**src/rtl/kb64_pkg.sv**
```systemverilog
// Shared types, constants and lookup functions for the keyed base64 decoder.
package kb64_pkg;

    localparam logic [7:0] KEY_LEN  = 8'd73;
    localparam logic [7:0] CHAR_PAD = 8'h3D;

    localparam logic [2:0] ST_OK       = 3'd0;
    localparam logic [2:0] ST_BAD_CHAR = 3'd1;
    localparam logic [2:0] ST_PADS     = 3'd2;
    localparam logic [2:0] ST_BAD_LEN  = 3'd3;
    localparam logic [2:0] ST_TOO_LONG = 3'd4;

    // 72 key characters followed by a zero byte, first character in the top byte
    localparam logic [8*73-1:0] KEY_ROM =
        {"~!:?$*<(qw2e5o7i8x12c6m67s98w43d2l45we82q3iuu1z4xle23rt4oxclle34e54u6r8m", 8'h00};

    typedef struct packed {
        logic [1:0] cnt;
        logic [7:0] b0;
        logic [7:0] b1;
        logic [7:0] b2;
        logic       is_status;
        logic [2:0] status;
    } t_res;

    // {valid, 6-bit value}
    function automatic logic [6:0] char_value(input logic [7:0] c);
        logic [7:0] d;
        d = 8'd0;
        if (c >= 8'h41 && c <= 8'h5A) begin
            d = c - 8'd65;
            return {1'b1, d[5:0]};
        end else if (c >= 8'h61 && c <= 8'h7A) begin
            d = c - 8'd71;
            return {1'b1, d[5:0]};
        end else if (c >= 8'h30 && c <= 8'h39) begin
            d = c + 8'd4;
            return {1'b1, d[5:0]};
        end else if (c == 8'h2B) begin
            return {1'b1, 6'd62};
        end else if (c == 8'h2F) begin
            return {1'b1, 6'd63};
        end
        return {1'b0, d[5:0]};
    endfunction

    function automatic logic [7:0] key_byte(input logic [7:0] i);
        logic [9:0] base;
        base = 10'd576 - {i[6:0], 3'b000};
        if (i < KEY_LEN) begin
            return KEY_ROM[base +: 8];
        end
        return 8'h00;
    endfunction

endpackage

```
**src/rtl/kb64_core.sv**
```systemverilog
// Decode state and per-request character processing: mapping, pad and error tracking, key XOR.
module kb64_core (
    input  logic             i_clk,
    input  logic             i_rst_n,
    input  logic             i_accept,
    input  logic [7:0]       i_in_char,
    input  logic             i_is_end,
    output kb64_pkg::t_res   o_res
);

    logic [23:0] r_acc, n_acc;
    logic [1:0]  r_pos, n_pos;
    logic [1:0]  r_pad, n_pad;
    logic [6:0]  r_idx, n_idx;
    logic [2:0]  r_err, n_err;

    logic [6:0]  dec;
    logic [5:0]  val;
    logic [1:0]  pad_new;
    logic [1:0]  nb;
    logic [23:0] acc_sh;
    logic [7:0]  idx8;
    kb64_pkg::t_res res;

    assign idx8 = {1'b0, r_idx};

    // results of the presented request; state moves only when it is accepted
    always_comb begin
        n_acc   = r_acc;
        n_pos   = r_pos;
        n_pad   = r_pad;
        n_idx   = r_idx;
        n_err   = r_err;
        res     = '0;
        dec     = kb64_pkg::char_value(i_in_char);
        val     = dec[5:0];
        pad_new = r_pad;
        nb      = 2'd3 - r_pad;
        acc_sh  = r_acc;
        if (i_is_end) begin
            res.cnt       = 2'd1;
            res.is_status = 1'b1;
            res.status    = (r_err == kb64_pkg::ST_OK && r_pos != 2'd0) ?
                            kb64_pkg::ST_BAD_LEN : r_err;
            n_acc = '0;
            n_pos = '0;
            n_pad = '0;
            n_idx = '0;
            n_err = kb64_pkg::ST_OK;
        end else if (r_err == kb64_pkg::ST_OK) begin
            if (i_in_char == kb64_pkg::CHAR_PAD) begin
                if (r_pad >= 2'd2) begin
                    n_err = kb64_pkg::ST_PADS;
                end else begin
                    pad_new = r_pad + 2'd1;
                    val     = 6'd0;
                end
            end else if (!dec[6]) begin
                n_err = kb64_pkg::ST_BAD_CHAR;
            end
            if (n_err == kb64_pkg::ST_OK) begin
                acc_sh = {r_acc[17:0], val};
                n_acc  = acc_sh;
                n_pad  = pad_new;
                nb     = 2'd3 - pad_new;
                if (r_pos != 2'd3) begin
                    n_pos = r_pos + 2'd1;
                end else if (idx8 + {6'd0, nb} > kb64_pkg::KEY_LEN) begin
                    n_err = kb64_pkg::ST_TOO_LONG;
                end else begin
                    res.cnt = nb;
                    res.b0  = acc_sh[23:16] ^ kb64_pkg::key_byte(idx8);
                    res.b1  = acc_sh[15:8]  ^ kb64_pkg::key_byte(idx8 + 8'd1);
                    res.b2  = acc_sh[7:0]   ^ kb64_pkg::key_byte(idx8 + 8'd2);
                    n_idx   = r_idx + {5'd0, nb};
                    n_acc   = '0;
                    n_pos   = '0;
                    n_pad   = '0;
                end
            end
        end
    end

    assign o_res = res;

    always_ff @(posedge i_clk) begin
        if (!i_rst_n) begin
            r_acc <= '0;
            r_pos <= '0;
            r_pad <= '0;
            r_idx <= '0;
            r_err <= kb64_pkg::ST_OK;
        end else if (i_accept) begin
            r_acc <= n_acc;
            r_pos <= n_pos;
            r_pad <= n_pad;
            r_idx <= n_idx;
            r_err <= n_err;
        end
    end

`ifndef ASSERT_OFF
    a_idx_range: assert property (@(posedge i_clk) disable iff (!i_rst_n)
        {1'b0, r_idx} <= kb64_pkg::KEY_LEN)
        else $error("output index past key length");

    a_err_sticky: assert property (@(posedge i_clk) disable iff (!i_rst_n)
        (r_err != kb64_pkg::ST_OK && !(i_accept && i_is_end)) |=> $stable(r_err))
        else $error("error code changed before end request");
`endif

endmodule

```
**src/rtl/kb64_outq.sv**
```systemverilog
// Three-entry result buffer that hands decoded bytes or status out one per cycle while i_stall is low.
module kb64_outq (
    input  logic             i_clk,
    input  logic             i_rst_n,
    input  kb64_pkg::t_res   i_res,
    input  logic             i_stall,
    output logic             o_can_take,
    output logic             o_valid,
    output logic [7:0]       o_out_byte,
    output logic             o_is_status,
    output logic [2:0]       o_status
);

    logic [1:0] r_cnt, n_cnt;
    logic [7:0] r_b0, r_b1, r_b2;
    logic       r_is_st;
    logic [2:0] r_st;
    logic       pop;
    logic       push;

    assign pop        = (r_cnt != 2'd0) && !i_stall;
    assign push       = (i_res.cnt != 2'd0);
    assign o_can_take = (r_cnt == 2'd0) || (r_cnt == 2'd1 && pop);

    always_comb begin
        n_cnt = r_cnt;
        if (push) begin
            n_cnt = i_res.cnt;
        end else if (pop) begin
            n_cnt = r_cnt - 2'd1;
        end
    end

    always_ff @(posedge i_clk) begin
        if (!i_rst_n) begin
            r_cnt <= '0;
        end else begin
            r_cnt <= n_cnt;
        end
    end

    always_ff @(posedge i_clk) begin
        if (push) begin
            r_b0    <= i_res.b0;
            r_b1    <= i_res.b1;
            r_b2    <= i_res.b2;
            r_is_st <= i_res.is_status;
            r_st    <= i_res.status;
        end else if (pop) begin
            r_b0 <= r_b1;
            r_b1 <= r_b2;
        end
    end

    assign o_valid     = (r_cnt != 2'd0);
    assign o_out_byte  = r_b0;
    assign o_is_status = r_is_st;
    assign o_status    = r_st;

`ifndef ASSERT_OFF
    a_no_overwrite: assert property (@(posedge i_clk) disable iff (!i_rst_n)
        push |-> (r_cnt == 2'd0 || (r_cnt == 2'd1 && pop)))
        else $error("results loaded over pending entries");

    a_status_alone: assert property (@(posedge i_clk) disable iff (!i_rst_n)
        (r_cnt != 2'd0 && r_is_st) |-> (r_cnt == 2'd1))
        else $error("status result shares buffer with data");
`endif

endmodule

```
**src/rtl/keyed_base64_decoder.sv**
```systemverilog
// Top level of the keyed base64 decoder: character decode core and result buffer.
// Latency: a request's first result is presented the cycle after it is accepted.
// Throughput: one character per cycle; only a request that yields results can stall,
// and only while the buffer holds any result that is not leaving this cycle
// (an end request right after a three-byte group waits until the group's last byte is leaving).
// Results leave at one per cycle unless i_stall is high.
// Reset (synchronous, active low) clears decode state and empties the result buffer.
module keyed_base64_decoder (
    input  logic       i_clk,
    input  logic       i_rst_n,
    input  logic       i_valid,
    output logic       o_stall,
    input  logic [7:0] i_in_char,
    input  logic       i_is_end,
    output logic       o_valid,
    input  logic       i_stall,
    output logic [7:0] o_out_byte,
    output logic       o_is_status,
    output logic [2:0] o_status,
    output logic       o_last
);

    kb64_pkg::t_res res;
    kb64_pkg::t_res push_res;
    logic           can_take;
    logic           accept;

    assign o_stall  = (res.cnt != 2'd0) && !can_take;
    assign accept   = i_valid && !o_stall;
    assign push_res = accept ? res : '0;

    kb64_core u_core (
        .i_clk     (i_clk),
        .i_rst_n   (i_rst_n),
        .i_accept  (accept),
        .i_in_char (i_in_char),
        .i_is_end  (i_is_end),
        .o_res     (res)
    );

    kb64_outq u_outq (
        .i_clk       (i_clk),
        .i_rst_n     (i_rst_n),
        .i_res       (push_res),
        .i_stall     (i_stall),
        .o_can_take  (can_take),
        .o_valid     (o_valid),
        .o_out_byte  (o_out_byte),
        .o_is_status (o_is_status),
        .o_status    (o_status)
    );

    assign o_last = o_is_status;

endmodule
```
**config.mk**
```make
export PLATFORM = sky130hd
export DESIGN_NAME = keyed_base64_decoder
export DESIGN_NICKNAME = d
export VERILOG_FILES = /design/src/rtl/kb64_pkg.sv /design/src/rtl/kb64_core.sv /design/src/rtl/kb64_outq.sv /design/src/rtl/keyed_base64_decoder.sv
export SDC_FILE = /design/constraint.sdc
export NUM_CORES = 1
export LEC_CHECK = 0
export BUFFER_PORTS_ARGS = -buffer_cell sky130_fd_sc_hd__buf_2
export CORE_AREA = 8 8 100 139
export DETAILED_ROUTE_END_ITERATION = 8
export DIE_AREA = 0 0 108 147
export GPL_ROUTABILITY_DRIVEN = 0
export PLACE_DENSITY = 0.82
export SYNTH_ARGS = -nofsm -noshare
export SYNTH_HDL_FRONTEND = slang
export SYNTH_SLANG_ARGS = --single-unit
```
**constraint.sdc**
```tcl
create_clock -name i_clk -period 11.3 [get_ports i_clk]
set_clock_uncertainty 0.2 [all_clocks]
set_input_delay 2.26 -clock i_clk [delete_from_list [all_inputs] [get_ports i_clk]]
set_output_delay 2.26 -clock i_clk [all_outputs]
set_load 0.01 [all_outputs]
```
==> results of run 1 <==
## registers in the layout, summed over array words and instances (netlist names)
signal,cells
u_core.r_pad,2
u_core.r_acc,18
u_outq.o_is_status,1
u_outq.r_b2,8
u_core.r_pos,2
u_core.r_err,3
u_core.r_idx,7
u_outq.o_status,3
u_outq.r_cnt,2
u_outq.r_b1,8
u_outq.o_out_byte,8
## through the flow
step	total power (uW)	cell area [um2]
CTS	656	7860
detailed placement	363	7540
global placement	362	7540
floorplan	330	7510
finish	658	7860
global route	677	7860
## Yosys cell counts (10+ instances only)
library cell  instances
a211oi_1             14
mux2i_1              18
a21oi_1              66
edfxtp_1             28
and3_1               15
a31oi_1              18
o31ai_1              16
xnor2_1              22
ha_1                 30
dfxtp_1              34
o21ai_1              12
nand2_1             115
nand3_1              41
nor2_1               83
clkbuf_1             38
buf_2                26
inv_1                30
o21ai_0              66
nand4_1              10
a21boi_0             21
xor2_1               14
nor3_1               32
## tightest hold or removal path, stage by stage (launching register included)
cell and delay (ns):
dfxtp_1 0.30, nand3_1 0.06, a21boi_0 0.07
## worst max path at each step
stage | to | slack [ns] | cells past startpoint
6_report | o_stall | 3.25 | 16
5_1_grt | o_stall | 2.92 | 16
4_1_cts | o_stall | 3.32 | 16
3_5_place_dp | o_stall | 3.36 | 16
3_3_place_gp | o_stall | 3.50 | 16
2_1_floorplan | o_stall | 4.03 | 14
## logic make-up (layout without fill, tap and decap cells)
kind of cell | after synthesis | after routing | share of synthesized area [%]
and+or+nand+nor | 373 | 373 | 24.9
AOI/OAI and AO/OA | 340 | 340 | 31.8
buffers and inverters | 114 | 89 | 6.88
DFF | 62 | 62 | 20.3
xor gates and xnor gates | 49 | 49 | 7.31
adders and majority gates | 31 | 31 | 5.26
muxes | 23 | 23 | 3.60
## area by class of cell
| class | instances | area [um2] | area share, % |
|---|---|---|---|
| clock buffers | 13 | 250 | 3.18 |
| clock inverters | 3 | 67.6 | 0.859 |
| inverters | 33 | 124 | 1.58 |
| multi-input cells | 816 | 5480 | 69.7 |
| flip-flops and latches | 62 | 1520 | 19.4 |
| well taps | 150 | 188 | 2.39 |
| repair buffers | 40 | 233 | 2.96 |
## routing by layer
| metal | vias up | wire, um | share of wire (%) | track usage [%] |
|---|---|---|---|---|
| met5 | - | 0 | 0 | 0 |
| met4 | 0 | 1490 | 6.3 | 17.0 |
| met3 | 132 | 2170 | 9.2 | 5.52 |
| met2 | 525 | 11200 | 48 | 47.6 |
| met1 | 3687 | 8630 | 37 | 34.6 |
| li1 | 3620 | - | - | - |
## where the power goes
| group | total (uW) | internal (uW) | switching (uW) | leakage (uW) |
|---|---|---|---|---|
| combinational | 98.0 | 31.1 | 66.8 | 0.00213 |
| sequential | 264 | 257 | 6.61 | 0.000541 |
| clock | 296 | 199 | 97.1 | 0.000150 |
| total | 658 | 488 | 171 | 0.00283 |
==> reports/qor.txt, run 1 <==
status: finished clean
io pins: 28
Worst-Margin Slew: 1.03 ns
setup slack, reg-to-reg: 5.93 ns
most frequent cells in the layout: 115 x nand2_1, 83 x nor2_1, 66 x a21oi_1, 66 x o21ai_0, 41 x nand3_1
delay-heaviest family, CP: simple AND/OR/NAND/NOR gates
r2r endpoint: u_outq.r_b1[6]$_DFFE_PP_
nets@finish: 1,006
class of the most critical setup path: in -> out
Hold Worst Slack: 0.277 ns
initial antenna violation count: 0
RSZ-0062 raised after global routing: false
WHS Path Cells: 2
TritonCTS buffer count: 9
Skew-Pair Late Insertion Delay: 0.34 ns
Die Y: 147 um
clock slew at reported path FFs: 0.05 ns
Tcrit/Tclk final: 71.2%
commonest non-fill, non-tap cell in the layout: nand2_1
via count: 7,964
Sinks on Clock Net: 62
drt total wl: 23.5 mm
routed length per placed instance: 21.0 um
total negative slack: 0 ns
worst setup margin: 3.25 ns
Synth Instances: 992
Yosys warnings: 0
Final min period: 8.05 ns
# fillers: 1,024
ANT nets after route: 0
CTS tree: yes
first-pass GRT wire length: 37.7 mm
Post-Syn Nets: 1,036
share of cells above drive strength 1: 12.6%
Starting Density: 62.8%
Bufs on Longest Clock Path: 2
vias in the first global route: 7,272
fin. max-slew vios: 0
worst relative slew slack: 31.4%
Core Util, Final: 65.8%
pin count of the biggest net entering global routing: 49
Seq/Total Area, Yosys: 20.3%
Yosys top cell area share: 11.2%
# rows: 48
core outline area: 12,000 um2
Synth area leaders: edfxtp_1 11%, dfxtp_1 9.1%, nand2_1 5.7%
post-CTS sizing: 0
H-tree depth: 3
min-delay src: u_core.r_acc[1]$_SDFFE_PN0P_
critical path's largest stage delay: 0.48 ns
CP startpoint: i_in_char[2]
crit path capture type: output port
Pwr Density: 83.7 nW/um2
largest area contributor in the netlist: edfxtp_1
gr ovfl total: 0
setup slack at placement: 3.36 ns
# placed instances: 1,101
Main synth FF type: dfxtp_1
FF+latch count, synth: 62
GRT Util Overall: 29.2%
Hold Violations, Final: 0
Max Freq: 0.124 GHz
Die Area: 15,900 um2
First DRT Iteration DRCs: 690
Clk Tree Root Cell: clkbuf_16
DRC errors left: 0
Layout area overhead: 4.70%
Worst Hold End: u_core.r_acc[7]$_SDFFE_PN0P_
Yosys cell types: 108
slowest stage cell, crit path: fa_1
mapped cell area: 7510 um2
Critical Path Fanout Max: 9
CP Data Required Time: 8.84 ns
DIE WIDTH: 108 um
CTS Hold Buffers Added: 0
vias per std cell: 7.13
Non-Filler Instances: 1,117
Hold/Removal Path Class: reg -> reg
Diodes inserted: 0
max_cap viols: 0
Pre-antenna DRT Iters: 7
Reg2Reg Launch Point: u_core.r_idx[0]$_SDFFE_PN0P_
worst vdd ir: 0.000123 V
startpoint type of the worst setup path: primary input
worst reg2reg path depth: 12
Post-synth EDFFs: 28
fraction of registers with async set/reset: 0%
IO Port Bufs: 27
Post-CTS Setup Inserts: 0
crit path DAT: 5.59 ns
dpl hpwl: 15.9 mm
syn avg cell area: 7.57 um2
Crit path top cell by count: nor2_1
WP buf/inv: 2
Cell Chain, Critical Path: buf_2 -> ha_1 -> nand4_1 -> nor2_1 -> a21oi_1 -> ha_1 -> fa_1 -> and3_1 -> nor3_1 -> a31oi_1 -> o21ai_1 -> nand3_1 -> nor2_1 -> nor2_1 -> nor2_1 -> buf_2
Setup-failing EPs final: 0
Leak Pwr: 0.00283 uW
Note: power is estimated with default switching activity, not from simulation.
==> inputs of run 2 (changes only) <==
--- a/config.mk
+++ b/config.mk
@@ -6,11 +6,11 @@
 export NUM_CORES = 1
 export LEC_CHECK = 0
 export BUFFER_PORTS_ARGS = -buffer_cell sky130_fd_sc_hd__buf_2
-export CORE_AREA = 8 8 100 139
+export CORE_AREA = 8 8 101 140
 export DETAILED_ROUTE_END_ITERATION = 8
-export DIE_AREA = 0 0 108 147
+export DIE_AREA = 0 0 109 148
 export GPL_ROUTABILITY_DRIVEN = 0
-export PLACE_DENSITY = 0.82
+export PLACE_DENSITY = 0.8
 export SYNTH_ARGS = -nofsm -noshare
 export SYNTH_HDL_FRONTEND = slang
 export SYNTH_SLANG_ARGS = --single-unit
==> constraint.sdc (replaced) <==
create_clock -name i_clk -period 7.8 [get_ports i_clk]
set_clock_uncertainty 0.2 [all_clocks]
set_input_delay 1.56 -clock i_clk [delete_from_list [all_inputs] [get_ports i_clk]]
set_output_delay 1.56 -clock i_clk [all_outputs]
set_load 0.01 [all_outputs]
==> reports/qor.txt, run 2 (synthesis gave the netlist of run 1 again) <==
setup slack, reg-to-reg: 2.24 ns (-3.69 ns)
GRT met2 Usage: 46.5% (-1.1 points)
Worst Hold End: u_core.r_acc[17]$_SDFFE_PN0P_
gr ovfl total: 0 (unchanged)
Tcrit/Tclk final: 84.4%
Die Area: 16,100 um2 (+1.6%)
DRC errors left: 0 (unchanged)
CTS Hold Buffers Added: 0 (unchanged)
Leak Pwr: 0.00282 uW (-0.29%)
status: finished clean
initial antenna violation count: 0 (unchanged)
routed length per placed instance: 20.5 um (-2.6%)
most frequent cells in the layout: 115 x nand2_1, 83 x nor2_1, 66 x a21oi_1, 66 x o21ai_0, 41 x nand3_1
WHS Path Cells: 2 (unchanged)
startpoint type of the worst setup path: primary input
dpl hpwl: 16.1 mm (+1.1%)
Largest Register: u_core.r_acc
Clk Tree Root Cell: clkbuf_16
CTS tree: yes
total power: 918 uW (+40%)
clock slew at reported path FFs: 0.05 ns (about the same)
first-pass GRT wire length: 36.9 mm (-2.1%)
crit path DAT: 4.83 ns (-0.76 ns)
commonest non-fill, non-tap cell in the layout: nand2_1
ANT nets after route: 0 (unchanged)
Hold/Removal Path Class: reg -> reg
Worst-Margin Slew: 1.16 ns (+0.131 ns)
RSZ-0062 raised after global routing: false
drt total wl: 22.9 mm (-2.6%)
share of cells above drive strength 1: 12.8% (+0.21 points)
GRT Util Overall: 28.2% (-1.1 points)
Bufs on Longest Clock Path: 2 (unchanged)
fin. max-slew vios: 0 (unchanged)
GRT met1 Usage: 33.0% (-1.6 points)
Most Used Layer, Global Route: met2
DIE WIDTH: 109 um (+0.93%)
Core Util, Final: 65.0% (-0.79 points)
max_cap viols: 0 (unchanged)
M3 GR Usage: 3.40% (-2.1 points)
First DRT Iteration DRCs: 677 (-1.9%)
Max Freq: 0.152 GHz
post-CTS sizing: 0 (unchanged)
Skew-Pair Late Insertion Delay: 0.33 ns (about the same)
Die Y: 148 um (+0.68%)
Post-CTS Setup Inserts: 0 (unchanged)
Hold Violations, Final: 0 (unchanged)
r2r endpoint: u_outq.r_b1[2]$_DFFE_PP_
Final min period: 6.59 ns
nets@finish: 1,006 (unchanged)
Layout area overhead: 4.48%
Starting Density: 62.2% (-0.63 points)
Setup-failing EPs final: 0 (unchanged)
worst setup margin: 1.21 ns (-2.04 ns)
total negative slack: 0 ns (unchanged)
class of the most critical setup path: in -> out
TritonCTS buffer count: 9 (unchanged)
Pwr Density: 117 nW/um2 (+40%)
via count: 7,844 (-1.5%)
vias per std cell: 7.02 (-1.5%)
core outline area: 12,100 um2 (+1.0%)
# rows: 48 (unchanged)
Reg2Reg Launch Point: u_core.r_idx[0]$_SDFFE_PN0P_
CP startpoint: i_in_char[2]
setup slack at placement: 1.28 ns (-2.08 ns)
vias in the first global route: 7,284 (+0.17%)
max reg flops: 18 (unchanged)
crit path capture type: output port
pin count of the biggest net entering global routing: 46 (-6.1%)
Critical Path Fanout Max: 9 (unchanged)
worst reg2reg path depth: 15 (+3)
Placed Area: 7540 um2 (unchanged)
io pins: 28 (unchanged)
IO Port Bufs: 27 (unchanged)
Diodes inserted: 0 (unchanged)
Finished Cell Area: 7850 um2 (-0.21%)
H-tree depth: 3 (unchanged)
Pre-antenna DRT Iters: 5 (-2)
worst vdd ir: 0.000185 V (+50%)
worst relative slew slack: 22.7% (-8.7 points)
CP Data Required Time: 6.04 ns (-2.80 ns)
Sinks on Clock Net: 62 (unchanged)
min-delay src: u_core.r_acc[17]$_SDFFE_PN0P_
==> run 2: power by group <==
group          switching (uW)  internal, uW
logic                    96.2          45.0
registers                9.51           373
clock network             139           256
==> run 2: metrics by stage <==
stage / hold WS (ns) / std cells
6_report: 0.272 / 1117
5_1_grt: 0.303 / 1117
4_1_cts: 0.274 / 1117
3_5_place_dp: 0.260 / 1101
3_3_place_gp: 0.262 / 1101
2_1_floorplan: 0.241 / 992
==> run 2: layer usage <==
metal	share of wire, %	vias up
met5	0	-
met4	6.1	0
met3	7.8	95
met2	49	453
met1	37	3675
li1	-	3621
==> run 2: critical path, cell delays in order <==
cell and delay (ns):
buf_2 0.17, ha_1 0.29, nand4_1 0.35, nor2_1 0.24, a21oi_1 0.08, ha_1 0.23, fa_1 0.48, and3_1 0.27
nor3_1 0.15, a31oi_1 0.06, o21ai_1 0.28, nand3_1 0.25, nor2_1 0.15, nor2_1 0.05, nor2_1 0.09, buf_2 0.13
==> run 2: worst max path at each step <==
stage          endpoint  cells past startpoint  slack (ns)
6_report        o_stall                     16        1.21
2_1_floorplan   o_stall                     14        1.93
3_3_place_gp    o_stall                     16        1.35
3_5_place_dp    o_stall                     16        1.28
5_1_grt         o_stall                     16        0.85
4_1_cts         o_stall                     16        1.28
==> run 2: cell type report <==
class / count / area (um2)
clock inverters: 5 / 58.8
well taps: 150 / 188
flip-flops and latches: 62 / 1520
clock buffers: 11 / 243
repair buffers: 40 / 233
inverters: 33 / 124
multi-input cells: 816 / 5480
fillers: 1017 / 4230
==> inputs of run 3 (changes only) <==
==> constraint.sdc (replaced) <==
create_clock -name i_clk -period 6.19 [get_ports i_clk]
set_clock_uncertainty 0.2 [all_clocks]
set_input_delay 1.238 -clock i_clk [delete_from_list [all_inputs] [get_ports i_clk]]
set_output_delay 1.238 -clock i_clk [all_outputs]
set_load 0.01 [all_outputs]
==> reports/qor.txt, run 3 (synthesis gave the netlist of run 1 again) <==
io pins: 28 (unchanged)
setup slack, reg-to-reg: 1.25 ns (-0.99 ns)
Critical Path Fanout Max: 9 (unchanged)
worst reg2reg path depth: 12 (-3)
worst vdd ir: 0.000227 V (+23%)
Bufs on Longest Clock Path: 2 (unchanged)
status: finished clean
max_cap viols: 0 (unchanged)
DRC errors left: 0 (unchanged)
first-pass GRT wire length: 36.5 mm (-1.0%)
commonest non-fill, non-tap cell in the layout: nand2_1
dpl hpwl: 16.1 mm (-0.13%)
Skew-Pair Late Insertion Delay: 0.33 ns (about the same)
ANT nets after route: 0 (unchanged)
Leak Pwr: 0.00287 uW (+1.8%)
setup slack at placement: 0.404 ns (-0.879 ns)
class of the most critical setup path: in -> out
Worst-Margin Slew: 1.23 ns (+0.0720 ns)
Tcrit/Tclk final: 95.4%
share of cells above drive strength 1: 13.3% (+0.51 points)
crit path capture type: output port
Reg2Reg Launch Point: u_core.r_idx[2]$_SDFFE_PN0P_
via count: 7,820 (-0.31%)
min-delay src: u_core.r_acc[17]$_SDFFE_PN0P_
fin. max-slew vios: 0 (unchanged)
Pre-antenna DRT Iters: 5 (unchanged)
IO Port Bufs: 27 (unchanged)
initial antenna violation count: 0 (unchanged)
Hold Violations, Final: 0 (unchanged)
drt total wl: 23.0 mm (+0.46%)
Max Freq: 0.169 GHz
worst setup margin: 0.287 ns (-0.927 ns)
CP Data Required Time: 4.75 ns (-1.29 ns)
max reg flops: 18 (unchanged)
# fillers: 1,036 (+1.9%)
total negative slack: 0 ns (unchanged)
Die Y: 148 um (unchanged)
Hold Worst Slack: 0.270 ns (-0.00192 ns)
Diodes inserted: 0 (unchanged)
Clk Tree Root Cell: clkbuf_16
startpoint type of the worst setup path: primary input
CTS Hold Buffers Added: 0 (unchanged)
GRT Util Overall: 28.0% (-0.20 points)
worst relative slew slack: 17.8% (-4.9 points)
CTS tree: yes
vias per std cell: 6.95 (-1.0%)
post-CTS sizing: 0 (unchanged)
First DRT Iteration DRCs: 742 (+9.6%)
Setup-failing EPs final: 0 (unchanged)
most frequent cells in the layout: 115 x nand2_1, 83 x nor2_1, 66 x a21oi_1, 66 x o21ai_0, 41 x nand3_1
crit path DAT: 4.47 ns (-0.36 ns)
Largest Register: u_core.r_acc
gr ovfl total: 0 (unchanged)
Hold/Removal Path Class: reg -> reg
# rows: 48 (unchanged)
Post-CTS Setup Inserts: 0 (unchanged)
Pwr Density: 151 nW/um2 (+29%)
H-tree depth: 3 (unchanged)
core outline area: 12,100 um2 (unchanged)
Worst Hold End: u_core.r_acc[17]$_SDFFE_PN0P_
DIE WIDTH: 109 um (unchanged)
r2r endpoint: u_outq.r_b2[1]$_SDFFCE_PP0P_
Layout area overhead: 5.51%
WHS Path Cells: 2 (unchanged)
Die Area: 16,100 um2 (unchanged)
total power: 1200 uW (+30%)
nets@finish: 1,014 (+0.80%)
vias in the first global route: 7,155 (-1.8%)
pin count of the biggest net entering global routing: 40 (-13%)
Final min period: 5.90 ns
clock slew at reported path FFs: 0.05 ns (about the same)
Sinks on Clock Net: 62 (unchanged)
RSZ-0062 raised after global routing: false
Starting Density: 62.2% (unchanged)
TritonCTS buffer count: 9 (unchanged)
routed length per placed instance: 20.4 um (-0.25%)
run 3: cell count changes in the layout (fill, tap and decap cells not counted):
cell        delta
buf_4          +8
bufinv_16      +1
clkbuf_1       +2
clkinv_2       -1
clkinvlp_4     -2
run 3: worst max-delay path by stage:
stage / end / startpoint / slack (ns)
after floorplan: o_stall / i_in_char[2] / 0.96
after global placement: o_stall / i_in_char[2] / 0.48
after detailed placement: o_stall / i_in_char[2] / 0.40
after CTS: o_stall / i_in_char[2] / 0.37
after global routing: o_stall / i_in_char[2] / 0.08
final: o_stall / i_in_char[2] / 0.29
run 3: cell type report:
cell class	instances	area, um2	share of cell area (%)
inverter	33	124	1.56
timing repair buffer	48	293	3.69
sequential	62	1520	19.2
clock inverter	3	68.8	0.868
multi-input combinational	816	5480	69.1
tap	150	188	2.37
clock buffer	13	250	3.16
run 3: critical path, cell delays in order:
cell and delay, ns:
buf_2 0.17, ha_1 0.29, nand4_1 0.34, nor2_1 0.24, a21oi_1 0.08, ha_1 0.23
fa_1 0.49, and3_1 0.27, nor3_1 0.13, a31oi_1 0.07, o21ai_1 0.36, nand3_1 0.15
nor2_1 0.11, nor2_1 0.05, nor2_1 0.09, buf_2 0.14
run 3: per-stage QoR:
step | instance area [um2] | util, % | cells
after floorplan | 7510 | - | 992
after global placement | 7600 | 63.0 | 1109
after detailed placement | 7600 | 63.0 | 1109
after CTS | 7920 | 65.6 | 1125
after global routing | 7920 | 65.6 | 1125
final | 7920 | 65.6 | 1125
run 3: report_power, final:
group          internal (uW)  switching [uW]  total (uW)
sequential               469            12.0         481
combinational           60.5             119         180
clock                    364             171         535
total                    894             302        1200
run 3: routing by layer:
metal,part of all wire (%),global-route usage [%]
met1,38,33.1
met2,49,46.3
met5,0,0
met3,7.9,3.70
met4,5.3,17.3
